<file path="src/rtl/necir_pkg.sv">
// ----------------------------------------------------------------------------
// necir_pkg
// Shared types, register map, reset values and helpers for the NEC infrared
// edge decoder.
// ----------------------------------------------------------------------------
package necir_pkg;

	// frame geometry
	localparam int CODE_BITS = 32;
	localparam int CODE_W    = 32;
	localparam int IDX_W     = 5;
	localparam int CNT_W     = 6;
	localparam int TIME_W    = 32;
	localparam int REG_W     = 16;

	// configuration register file
	localparam int NUM_REGS   = 8;
	localparam int REG_IDX_W  = 3;
	localparam int PADDR_W    = 5;
	localparam int PDATA_W    = 32;

	localparam logic [REG_IDX_W-1:0] REG_LEADER_MIN = 3'd0;
	localparam logic [REG_IDX_W-1:0] REG_LEADER_MAX = 3'd1;
	localparam logic [REG_IDX_W-1:0] REG_REPEAT_MIN = 3'd2;
	localparam logic [REG_IDX_W-1:0] REG_REPEAT_MAX = 3'd3;
	localparam logic [REG_IDX_W-1:0] REG_START_MIN  = 3'd4;
	localparam logic [REG_IDX_W-1:0] REG_START_MAX  = 3'd5;
	localparam logic [REG_IDX_W-1:0] REG_SHORT_MIN  = 3'd6;
	localparam logic [REG_IDX_W-1:0] REG_SHORT_MAX  = 3'd7;

	localparam logic [REG_W-1:0] REG_RESET [NUM_REGS] = '{
		16'd8000, 16'd10000, 16'd1700, 16'd2800,
		16'd3500, 16'd5500,  16'd400,  16'd750
	};

	// fixed window for a one-bit (long) space
	localparam logic [TIME_W-1:0] LONG_SPACE_MIN_US = 32'd1500;
	localparam logic [TIME_W-1:0] LONG_SPACE_MAX_US = 32'd1700;

	// event kinds on the result channel
	localparam logic EV_FULL   = 1'b0;
	localparam logic EV_REPEAT = 1'b1;

	// decoder phases
	typedef enum logic [2:0] {
		PH_IDLE   = 3'd0,
		PH_LEADER = 3'd1,
		PH_SPACE  = 3'd2,
		PH_MARK   = 3'd3,
		PH_REPEAT = 3'd4
	} phase_t;

	// inclusive window check of a duration against two 16-bit bounds
	function automatic logic in_window(
		input logic [TIME_W-1:0] d,
		input logic [REG_W-1:0]  lo,
		input logic [REG_W-1:0]  hi
	);
		logic ge_lo;
		logic le_hi;
		ge_lo = {{(TIME_W-REG_W){1'b0}}, lo} <= d;
		le_hi = d <= {{(TIME_W-REG_W){1'b0}}, hi};
		return ge_lo && le_hi;
	endfunction

endpackage

</file>
<file path="src/rtl/nec_ir_edge_decoder_core.sv">
// ----------------------------------------------------------------------------
// nec_ir_edge_decoder_core
// Decodes NEC infrared frames from timestamped receiver pin samples and emits
// full-code and repeat events.
// ----------------------------------------------------------------------------
//
// channel   dir  handshake                 payload
// s_axis    in   tvalid/tready             tdata[31:0] time_us, [32] pin_level
// m_axis    out  tvalid/tready             tdata[31:0] code, tuser event_kind
// apb       in   psel/penable/pwrite/pready 8 x 16-bit window bounds (4 min/max pairs)
//
// one sample per clock sustained unless a result stalls; an accepted sample
// reaches its result through the input register, then the result register
// the duration subtract and window compares sit between those two registers
// reset clears handshake state, decoder state and restores the default windows
// a stalled result holds in the result register and the input register stops
// moving; tready drops while the input register holds a sample during that stall
module nec_ir_edge_decoder_core
	import necir_pkg::*;
(
	input  logic                 clk,
	input  logic                 arst_n,
	// sample stream
	input  logic                 s_axis_tvalid,
	output logic                 s_axis_tready,
	input  logic [39:0]          s_axis_tdata,   // [31:0] time_us, [32] pin_level, rest zero
	// event stream
	output logic                 m_axis_tvalid,
	input  logic                 m_axis_tready,
	output logic [CODE_W-1:0]    m_axis_tdata,   // [31:0] code
	output logic                 m_axis_tuser,   // [0] event_kind
	// configuration port
	input  logic                 psel,
	input  logic                 penable,
	input  logic                 pwrite,
	input  logic [PADDR_W-1:0]   paddr,
	input  logic [PDATA_W-1:0]   pwdata,
	output logic [PDATA_W-1:0]   prdata,
	output logic                 pready
);

	// configuration registers
	logic [REG_W-1:0] cfg_q [NUM_REGS];
	logic             cfg_wr;
	logic [REG_IDX_W-1:0] cfg_idx;

	assign pready  = 1'b1;
	assign cfg_idx = paddr[PADDR_W-1:2];
	assign cfg_wr  = psel & penable & pwrite & pready;

	always_ff @(posedge clk or negedge arst_n) begin
		if (!arst_n) begin
			for (int i = 0; i < NUM_REGS; i++) begin
				cfg_q[i] <= REG_RESET[i];
			end
		end else if (cfg_wr) begin
			cfg_q[cfg_idx] <= pwdata[REG_W-1:0];
		end
	end

	assign prdata = {{(PDATA_W-REG_W){1'b0}}, cfg_q[cfg_idx]};

	// input register
	logic              valid_s1;
	logic [TIME_W-1:0] time_s1;
	logic              level_s1;
	logic              adv;
	logic              fire;

	assign adv           = !m_axis_tvalid || m_axis_tready;
	assign s_axis_tready = !valid_s1 || adv;
	assign fire          = valid_s1 && adv;

	always_ff @(posedge clk or negedge arst_n) begin
		if (!arst_n) begin
			valid_s1 <= 1'b0;
		end else if (s_axis_tready) begin
			valid_s1 <= s_axis_tvalid;
		end
	end

	always_ff @(posedge clk) begin
		if (s_axis_tvalid && s_axis_tready) begin
			time_s1  <= s_axis_tdata[TIME_W-1:0];
			level_s1 <= s_axis_tdata[TIME_W];
		end
	end

	// decoder state
	logic [TIME_W-1:0] last_q;
	logic              mark_q;
	phase_t            phase_q;
	logic [CODE_W-1:0] code_q;
	logic [CNT_W-1:0]  cnt_q;

	// duration of the level that just ended and window hits
	logic              mark_now;
	logic              changed;
	logic [TIME_W-1:0] dur;
	logic              hit_leader;
	logic              hit_repeat;
	logic              hit_start;
	logic              hit_short;
	logic              hit_long;
	logic              bits_left;

	assign mark_now   = ~level_s1;
	assign changed    = mark_now != mark_q;
	assign dur        = time_s1 - last_q;
	assign hit_leader = in_window(dur, cfg_q[REG_LEADER_MIN], cfg_q[REG_LEADER_MAX]);
	assign hit_repeat = in_window(dur, cfg_q[REG_REPEAT_MIN], cfg_q[REG_REPEAT_MAX]);
	assign hit_start  = in_window(dur, cfg_q[REG_START_MIN], cfg_q[REG_START_MAX]);
	assign hit_short  = in_window(dur, cfg_q[REG_SHORT_MIN], cfg_q[REG_SHORT_MAX]);
	assign hit_long   = (LONG_SPACE_MIN_US <= dur) && (dur <= LONG_SPACE_MAX_US);
	assign bits_left  = cnt_q < CNT_W'(CODE_BITS);

	// next state
	phase_t            phase_d;
	logic [CODE_W-1:0] code_d;
	logic [CNT_W-1:0]  cnt_d;

	always_comb begin
		phase_d = phase_q;
		code_d  = code_q;
		cnt_d   = cnt_q;
		if (changed) begin
			if (!mark_now && hit_leader) begin
				phase_d = PH_LEADER;
			end else begin
				unique case (phase_q)
					PH_LEADER: begin
						if (mark_now && hit_repeat) begin
							phase_d = PH_REPEAT;
						end else if (mark_now && hit_start) begin
							phase_d = PH_SPACE;
							code_d  = '0;
							cnt_d   = '0;
						end
					end
					PH_SPACE: begin
						if (!mark_now && hit_short) begin
							phase_d = bits_left ? PH_MARK : PH_IDLE;
						end
					end
					PH_MARK: begin
						if (mark_now && hit_short) begin
							phase_d = PH_SPACE;
							cnt_d   = cnt_q + CNT_W'(1);
						end else if (mark_now && hit_long) begin
							phase_d = PH_SPACE;
							if (cnt_q < CNT_W'(CODE_W)) begin
								code_d = code_q | (CODE_W'(1) << cnt_q[IDX_W-1:0]);
							end
							cnt_d = cnt_q + CNT_W'(1);
						end
					end
					default: begin
					end
				endcase
			end
		end
	end

	// event outputs
	logic ev_valid;
	logic ev_kind;

	always_comb begin
		ev_valid = 1'b0;
		ev_kind  = EV_FULL;
		if (changed && !(!mark_now && hit_leader)) begin
			unique case (phase_q)
				PH_REPEAT: begin
					if (!mark_now && hit_short) begin
						ev_valid = 1'b1;
						ev_kind  = EV_REPEAT;
					end
				end
				PH_SPACE: begin
					if (!mark_now && hit_short && !bits_left) begin
						ev_valid = 1'b1;
						ev_kind  = EV_FULL;
					end
				end
				default: begin
				end
			endcase
		end
	end

	// state update when the sample in the input register is consumed and changes level
	always_ff @(posedge clk or negedge arst_n) begin
		if (!arst_n) begin
			last_q  <= '0;
			mark_q  <= 1'b0;
			phase_q <= PH_IDLE;
			code_q  <= '0;
			cnt_q   <= '0;
		end else if (fire && changed) begin
			last_q  <= time_s1;
			mark_q  <= mark_now;
			phase_q <= phase_d;
			code_q  <= code_d;
			cnt_q   <= cnt_d;
		end
	end

	// result register
	logic res_load;

	assign res_load = fire && ev_valid;

	always_ff @(posedge clk or negedge arst_n) begin
		if (!arst_n) begin
			m_axis_tvalid <= 1'b0;
		end else if (adv) begin
			m_axis_tvalid <= res_load;
		end
	end

	always_ff @(posedge clk) begin
		if (res_load) begin
			m_axis_tdata <= code_q;
			m_axis_tuser <= ev_kind;
		end
	end

	// checks
	a_cnt_bound: assert property (@(posedge clk) disable iff (!arst_n)
		cnt_q <= CNT_W'(CODE_BITS))
		else $error("bit count beyond frame length");

	a_full_to_idle: assert property (@(posedge clk) disable iff (!arst_n)
		res_load && ev_kind == EV_FULL |=> phase_q == PH_IDLE)
		else $error("full code did not return decoder to idle");

	a_event_on_space: assert property (@(posedge clk) disable iff (!arst_n)
		res_load |-> level_s1 && changed)
		else $error("event raised on a sample that did not end a mark");

	a_hold_s1: assert property (@(posedge clk) disable iff (!arst_n)
		valid_s1 && !adv |=> valid_s1 && $stable(time_s1) && $stable(level_s1))
		else $error("input register lost a waiting sample");

	a_repeat_phase: assert property (@(posedge clk) disable iff (!arst_n)
		res_load && ev_kind == EV_REPEAT |-> phase_q == PH_REPEAT)
		else $error("repeat event outside repeat phase");

endmodule
</file>
<file path="config.mk">
export PLATFORM = sky130hd
export DESIGN_NAME = nec_ir_edge_decoder_core
export DESIGN_NICKNAME = d
export VERILOG_FILES = /design/src/rtl/necir_pkg.sv /design/src/rtl/nec_ir_edge_decoder_core.sv
export SDC_FILE = /design/constraint.sdc
export NUM_CORES = 1
export LEC_CHECK = 0
export ABC_AREA = 1
export BUFFER_PORTS_ARGS = -buffer_cell sky130_fd_sc_hd__buf_2
export CAP_MARGIN = 10
export CORE_MARGIN = 1
export CORE_UTILIZATION = 40
export DETAILED_ROUTE_END_ITERATION = 7
export SLEW_MARGIN = 25
export SYNTH_ARGS = -nofsm -noshare
export SYNTH_HDL_FRONTEND = slang
export SYNTH_SLANG_ARGS = --single-unit
</file>
<file path="constraint.sdc">
create_clock -name clk -period 11.4 [get_ports clk]
set_clock_uncertainty 0.15 [all_clocks]
set_input_delay 3.42 -clock clk [delete_from_list [all_inputs] [get_ports clk]]
set_output_delay 3.42 -clock clk [all_outputs]
set_load 0.05 [all_outputs]
</file>
==> metrics.yaml, run 1 <==
run_status:
  status: "finished, final reports clean"
clock_network:
  hold_buffers: 0
  cts.sinks: 270
  cts.repair.resized: 0
  cts_root_buffer: "clkbuf_16"
  h-tree-depth: 1
  clk_latency_ns: 0.59
  cts_tree: "done"
  clk_pin_slew_ns: 0.06
  clock_path_buffers: 3
  numCtsBuffers: 30
  post-cts-setup-buffers: 0
global_routing:
  first_global_vias: 14256
  grt_use_total_pct: 23.3
  grt_max_degree: 79
  grt_overflow: 0
  antenna_found_initial: 0
  grt_pass1_wl_mm: 80.2
final_layout:
  fin_util_pct: 45.5
  syn2layout_area_growth_pct: 11.9
  n_fill_cell: 4300
  nNetsFinal: 2611
  drive_gt1_share_pct: 13.0
  final_cell_count_no_fill: 2977
  diodes: 0
  final_cell_area_sq_um: 19700
pwr:
  combPwrFrac_pct: 43.8
  sw_frac_of_total_pct: 42.6
  irDropWorstVdd_v: 0.000121
  pwr-share-seq_pct: 32.0
  power.switching_mw: 1.65
  pwr-share-clk_pct: 24.3
  p_per_area_nw_per_um2: 196
  p_leak_nw: 9.89
  p_total_mw: 3.87
  p_int_mw: 2.22
critical_path:
  required_ns: 7.83
  path_cells: "buf_2, inv_1, nor3_1, buf_4, inv_1, o2bb2ai_1, a221oi_1, o2111ai_1, buf_2"
  crit_path_max_incr_delay_ns: 0.60
  crit_path_end_kind: "primary output"
  crit_arrival_ns: 5.60
  crit_fanout: 15
  path_delay_family: "buffers and inverters"
  worstSetupPathType: "in -> out"
  crit_path_top_delay_cell: "inv_1"
  start_kind: "primary input"
  crit_buf_inv: 5
floorplan:
  fp.dieH_um: 212
  io_pins: 152
  rows: 76
  dieWidth_um: 212
  die_area_sq_um: 44800
  core_area_sq_um: 43300
  initial_core_util_pct: 40.7
sta:
  drv_slew: 0
  timing.fmax_mhz: 109
  finalSetupViolations: 0
  setup_ws_ns: 2.23
  fin_setup_tns_ns: 0
  rsz0062_at_grt: "no"
  worstMarginPinSlew_ns: 1.11
  period_share_pct: 80.4
  hold_violations: 0
  whs_ns: 0.332
  relSlewSlack_pct: 25.7
  fin_crit_ns: 9.17
routing:
  routedWlPerCell_um: 17.2
  via_count: 15163
  routed_via_density: 5.09
  ant_nets: 0
  drt_first_pass_iters: 8
  drc: 0
  finalWirelength_mm: 51.3
  drt-initial-drc-count: 1070
yosys:
  async_flop_share_pct: 75.6
  ys_ff_latch: 270
  yosysMostFrequentCell: "nand2_1"
  post-synth-top-area-cell: "dfrtp_1"
  ys_top_cells_by_area: "dfrtp_1 22%, nand2_1 13%, edfxtp_1 11%, ha_1 11%, inv_1 7.7%"
  synthCells: 2270
  synth.cells.most_frequent: "604 x nand2_1, 359 x inv_1, 195 x o21ai_0, 157 x dfrtp_1, 157 x ha_1"
  ys_types: 54
  avgSynthCellArea_sq_um: 7.75
  yosysWarnings: 0
  synth_edf_count: 66
  synth_flop_cell: "dfrtp_1"
  syn_area_sq_um: 17600
  synth_top_area_share_pct: 22.3
  ys_seq_area_share_pct: 40.6
place:
  io_buffer_count: 109
  dp_hpwl_mm: 38.8
  postPlaceCellArea_sq_um: 18700
  place.gp.congestion: 0.905
  pre_cts_ws_ns: 2.27
  dp.cells: 2922
hold_path:
  hold_path.class: "reg -> reg"
job:
  cap_violations: 0
==> cells by family after synthesis <==
| logic type | after synthesis | share of synthesized area (%) |
|---|---|---|
| other | 2 | 0.0427 |
| AO/OA/AOI/OAI | 392 | 12.6 |
| AND/OR/NAND/NOR | 985 | 24.4 |
| XOR/XNOR | 16 | 0.796 |
| flip-flops | 270 | 40.6 |
| adder cells (fa/ha/maj) | 158 | 11.3 |
| buffers and inverters | 447 | 10.3 |
==> state kept, by name, summed over array words and instances (netlist names), 3 cells and up <==
register      flops
m_axis_tdata     32
cnt_q             6
phase_q           3
time_s1          32
cfg_q           128
last_q           32
code_q           32
==> layer usage <==
metal | track usage [%] | share of wire, %
met5 | 0 | 0
met4 | 7.10 | 2.8
met3 | 2.76 | 5.6
met2 | 38.2 | 46
met1 | 32.0 | 45
==> path summary, 6_finish.rpt <==
path                       slack (ns)  startpoint          endpoint  cells after the start
min                              0.33  code_q[31]  m_axis_tdata[31]                      0
max                              2.23    paddr[4]        prdata[11]                      9
min reg2reg                      0.33  code_q[31]  m_axis_tdata[31]                      0
max in group asynchronous        7.23      arst_n        last_q[28]                      2
max reg2reg                      5.94   last_q[0]        code_q[10]                     27
min in group asynchronous        2.66      arst_n         cfg_q[45]                      1
==> layout by cell type, fill, tap and decap left out, types with 10 or more instances in the layout <==
cell type and count:
nand2_1 604, inv_1 358, o21ai_0 195, ha_1 157
dfrtp_1 157, nand3_1 120, buf_2 108, nor2_1 106
a21oi_1 106, edfxtp_1 66, dfstp_2 47, nand2_2 44
nand4_1 42, clkbuf_16 30, nor3_1 22, buf_4 19
a221oi_1 18, a22oi_1 18, conb_1 17, nor2_2 13
xor2_1 12, inv_2 10, o2111ai_1 10
==> power by group through the flow <==
| stage | registers, mW | clock network (mW) | logic (mW) |
|---|---|---|---|
| 2_1_floorplan | 1.21 | 0 | 1.19 |
| 3_3_place_gp | 1.25 | 0 | 1.64 |
| 3_5_place_dp | 1.25 | 0 | 1.67 |
| 4_1_cts | 1.23 | 0.961 | 1.69 |
| 5_1_grt | 1.25 | 0.993 | 1.92 |
| 6_report | 1.24 | 0.938 | 1.69 |
==> area by class of cell <==
class	instances	area, sq um	share of cell area [%]
multi-input cells	1568	8770	44.6
flip-flops and latches	270	7150	36.3
inverters	370	1390	7.05
clock buffers	41	822	4.17
well taps	585	732	3.72
repair buffers	129	708	3.60
clock inverters	14	121	0.616
No activity file was read; power rests on OpenSTA's default activity.
==> run 2: changes to the inputs <==
- clock period: 11.4 -> 9.59 ns (I/O delays scaled with it)
==> run 2 against run 1 <==
Against the previous run:
- count of clock-buffer cells in the layout shrank 2
- global-route usage down 0.11 points
- core utilization up 0.32 points
- first-iteration DRC count increased by 5.0%
- largest cell class unchanged
==> metrics.yaml, run 2 (same netlist as run 1, synthesis figures left out) <==
place:
  place.gp.congestion: 0.892  # -1.3%
  pre_cts_ws_ns: 1.74  # -0.533 ns
  postPlaceCellArea_sq_um: 18700  # about the same
  io_buffer_count: 109  # unchanged
  dp_hpwl_mm: 38.8  # -0.21%
run_status:
  status: "finished, final reports clean"
hold_path:
  hold_path.class: "reg -> reg"
  whs_path_depth: 0  # unchanged
sta:
  relSlewSlack_pct: 29.6  # +3.9 points
  period_share_pct: 82.7
  finalSetupViolations: 0  # unchanged
  fin_setup_tns_ns: 0  # unchanged
  worstMarginPinSlew_ns: 1.05  # -0.0584 ns
  drv_slew: 0  # unchanged
  timing.fmax_mhz: 126
  fin_crit_ns: 7.93
  setup_ws_ns: 1.66  # -0.573 ns
  rsz0062_at_grt: "no"
  hold_violations: 0  # unchanged
final_layout:
  nNetsFinal: 2613  # +0.077%
  syn2layout_area_growth_pct: 12.7
  drive_gt1_share_pct: 13.1  # +0.10 points
  final-seq-area_sq_um: 7150  # unchanged
  multiInputGateArea_sq_um: 8770  # about the same
  regMostFlops: "cfg_q"
  diodes: 0  # unchanged
  mostFrequentLayoutCells: "604 x nand2_1, 358 x inv_1, 195 x o21ai_0"
  final_cell_area_sq_um: 19800  # +0.70%
  n_fill_cell: 4346  # +1.1%
  largest_register_ff_count: 128  # unchanged
  layout_commonest_cell: "nand2_1"
critical_path:
  crit_buf_inv: 4  # -1
  crit_path_end_kind: "primary output"
  start_kind: "primary input"
  crit_path_top_delay_cell: "nor3_4"
  reg2regPathDepth: 28  # +3.7%
  path_cells: "buf_2, inv_1, nor3_4, inv_1, o22ai_1, a21oi_1, nand4_1, buf_2"
  crit_fanout: 17  # +2
  path_delay_family: "simple AND/OR/NAND/NOR gates"
  required_ns: 6.56  # -1.27 ns
  crit_path_max_incr_delay_ns: 0.83  # +0.23 ns
  worstSetupPathType: "in -> out"
  cp.depth: 8  # -1
  crit_arrival_ns: 4.91  # -0.69 ns
global_routing:
  grt_overflow: 0  # unchanged
  grt_pass1_wl_mm: 80.0  # -0.34%
  grt_use_total_pct: 23.2  # -0.11 points
  first_global_vias: 14122  # -0.94%
  grt_max_degree: 71  # -10%
  antenna_found_initial: 0  # unchanged
clock_network:
  h-tree-depth: 1  # unchanged
  post-cts-setup-buffers: 0  # unchanged
  cts.repair.resized: 0  # unchanged
  clk_latency_ns: 0.60  # about the same
  numCtsBuffers: 31  # +3.3%
  cts_tree: "done"
  cts.sinks: 270  # unchanged
  clock_path_buffers: 3  # unchanged
  hold_buffers: 0  # unchanged
  cts_root_buffer: "clkbuf_16"
  clk_pin_slew_ns: 0.06  # about the same
pwr:
  p_per_area_nw_per_um2: 238  # +21%
  p_total_mw: 4.72  # +22%
  irDropWorstVdd_v: 0.000143  # +18%
  p_leak_nw: 9.97  # +0.81%
routing:
  routedWlPerCell_um: 17.1  # -0.93%
  drc: 0  # unchanged
  finalWirelength_mm: 50.9  # -0.80%
  via_count: 15033  # -0.86%
  routed_via_density: 5.04  # -0.99%
  drt_first_pass_iters: 5  # -3
  ant_nets: 0  # unchanged
  drt-initial-drc-count: 1124  # +5.0%
floorplan:
  rows: 76  # unchanged
  core_area_sq_um: 43300  # unchanged
  io_pins: 152  # unchanged
  fp.dieH_um: 212  # unchanged
  die_area_sq_um: 44800  # unchanged
  initial_core_util_pct: 40.7  # unchanged
  dieWidth_um: 212  # unchanged
job:
  cap_violations: 0  # unchanged
run 2: changes by cell type in the layout (fill, tap and decap cells not counted), moves of 2 or more:
| cell | delta |
|---|---|
| clkinvlp_4 | -3 |
| bufinv_16 | +6 |
| clkbuf_8 | -3 |
| buf_4 | +2 |
| clkinv_2 | +3 |
run 2: worst paths after layout:
kind / startpoint / endpoint / slack (ns)
min in group asynchronous: arst_n / cfg_q[45] / 2.11
worst max register to register: time_s1[10] / code_q[10] / 4.07
worst min register to register: code_q[31] / m_axis_tdata[31] / 0.33
worst max-delay path: paddr[4] / prdata[0] / 1.66
worst min-delay path: code_q[31] / m_axis_tdata[31] / 0.33
max in group asynchronous: arst_n / code_q[8] / 5.82
run 2: area by class of cell:
class                   instances  area share, %
flip-flops and latches        270           36.0
clock buffers                  39           4.06
clock inverters                19           1.40
well taps                     585           3.69
inverters                     370           7.00
repair buffers                130           3.59
multi-input cells            1568           44.2
run 2: routing by layer:
metal  routed length, um  GRT usage, %  part of all wire, %
met1               23900          32.4                   47
met2               22900          37.3                   45
met3                2570          2.74                  5.0
met4                1560          7.15                  3.1
met5                   0             0                    0
run 2: stage by stage:
stage	instances	utilization (%)	hold WS, ns
floorplan	2285	-	0.297
global placement	2923	43.3	0.313
detailed placement	2923	43.3	0.316
CTS	2981	45.8	0.331
global route	2981	45.8	0.352
finish	2981	45.8	0.332
run 2: worst reg2reg max path: cells and delay by family (launching register included):
| family | cells | cell delay (ns) |
|---|---|---|
| xor+xnor | 1 | 0.66 |
| flops | 1 | 0.44 |
| compound gates | 2 | 0.41 |
| fa+ha+maj | 2 | 0.79 |
| simple gates | 19 | 2.57 |
| buf+inv | 4 | 0.38 |
run 2: where the power goes:
part | leakage [nW] | switching, mW | internal (mW) | total, mW
sequential | 3.20 | 0.115 | 1.35 | 1.47
combinational | 6.24 | 1.33 | 0.646 | 1.98
clock | 0.530 | 0.495 | 0.781 | 1.28
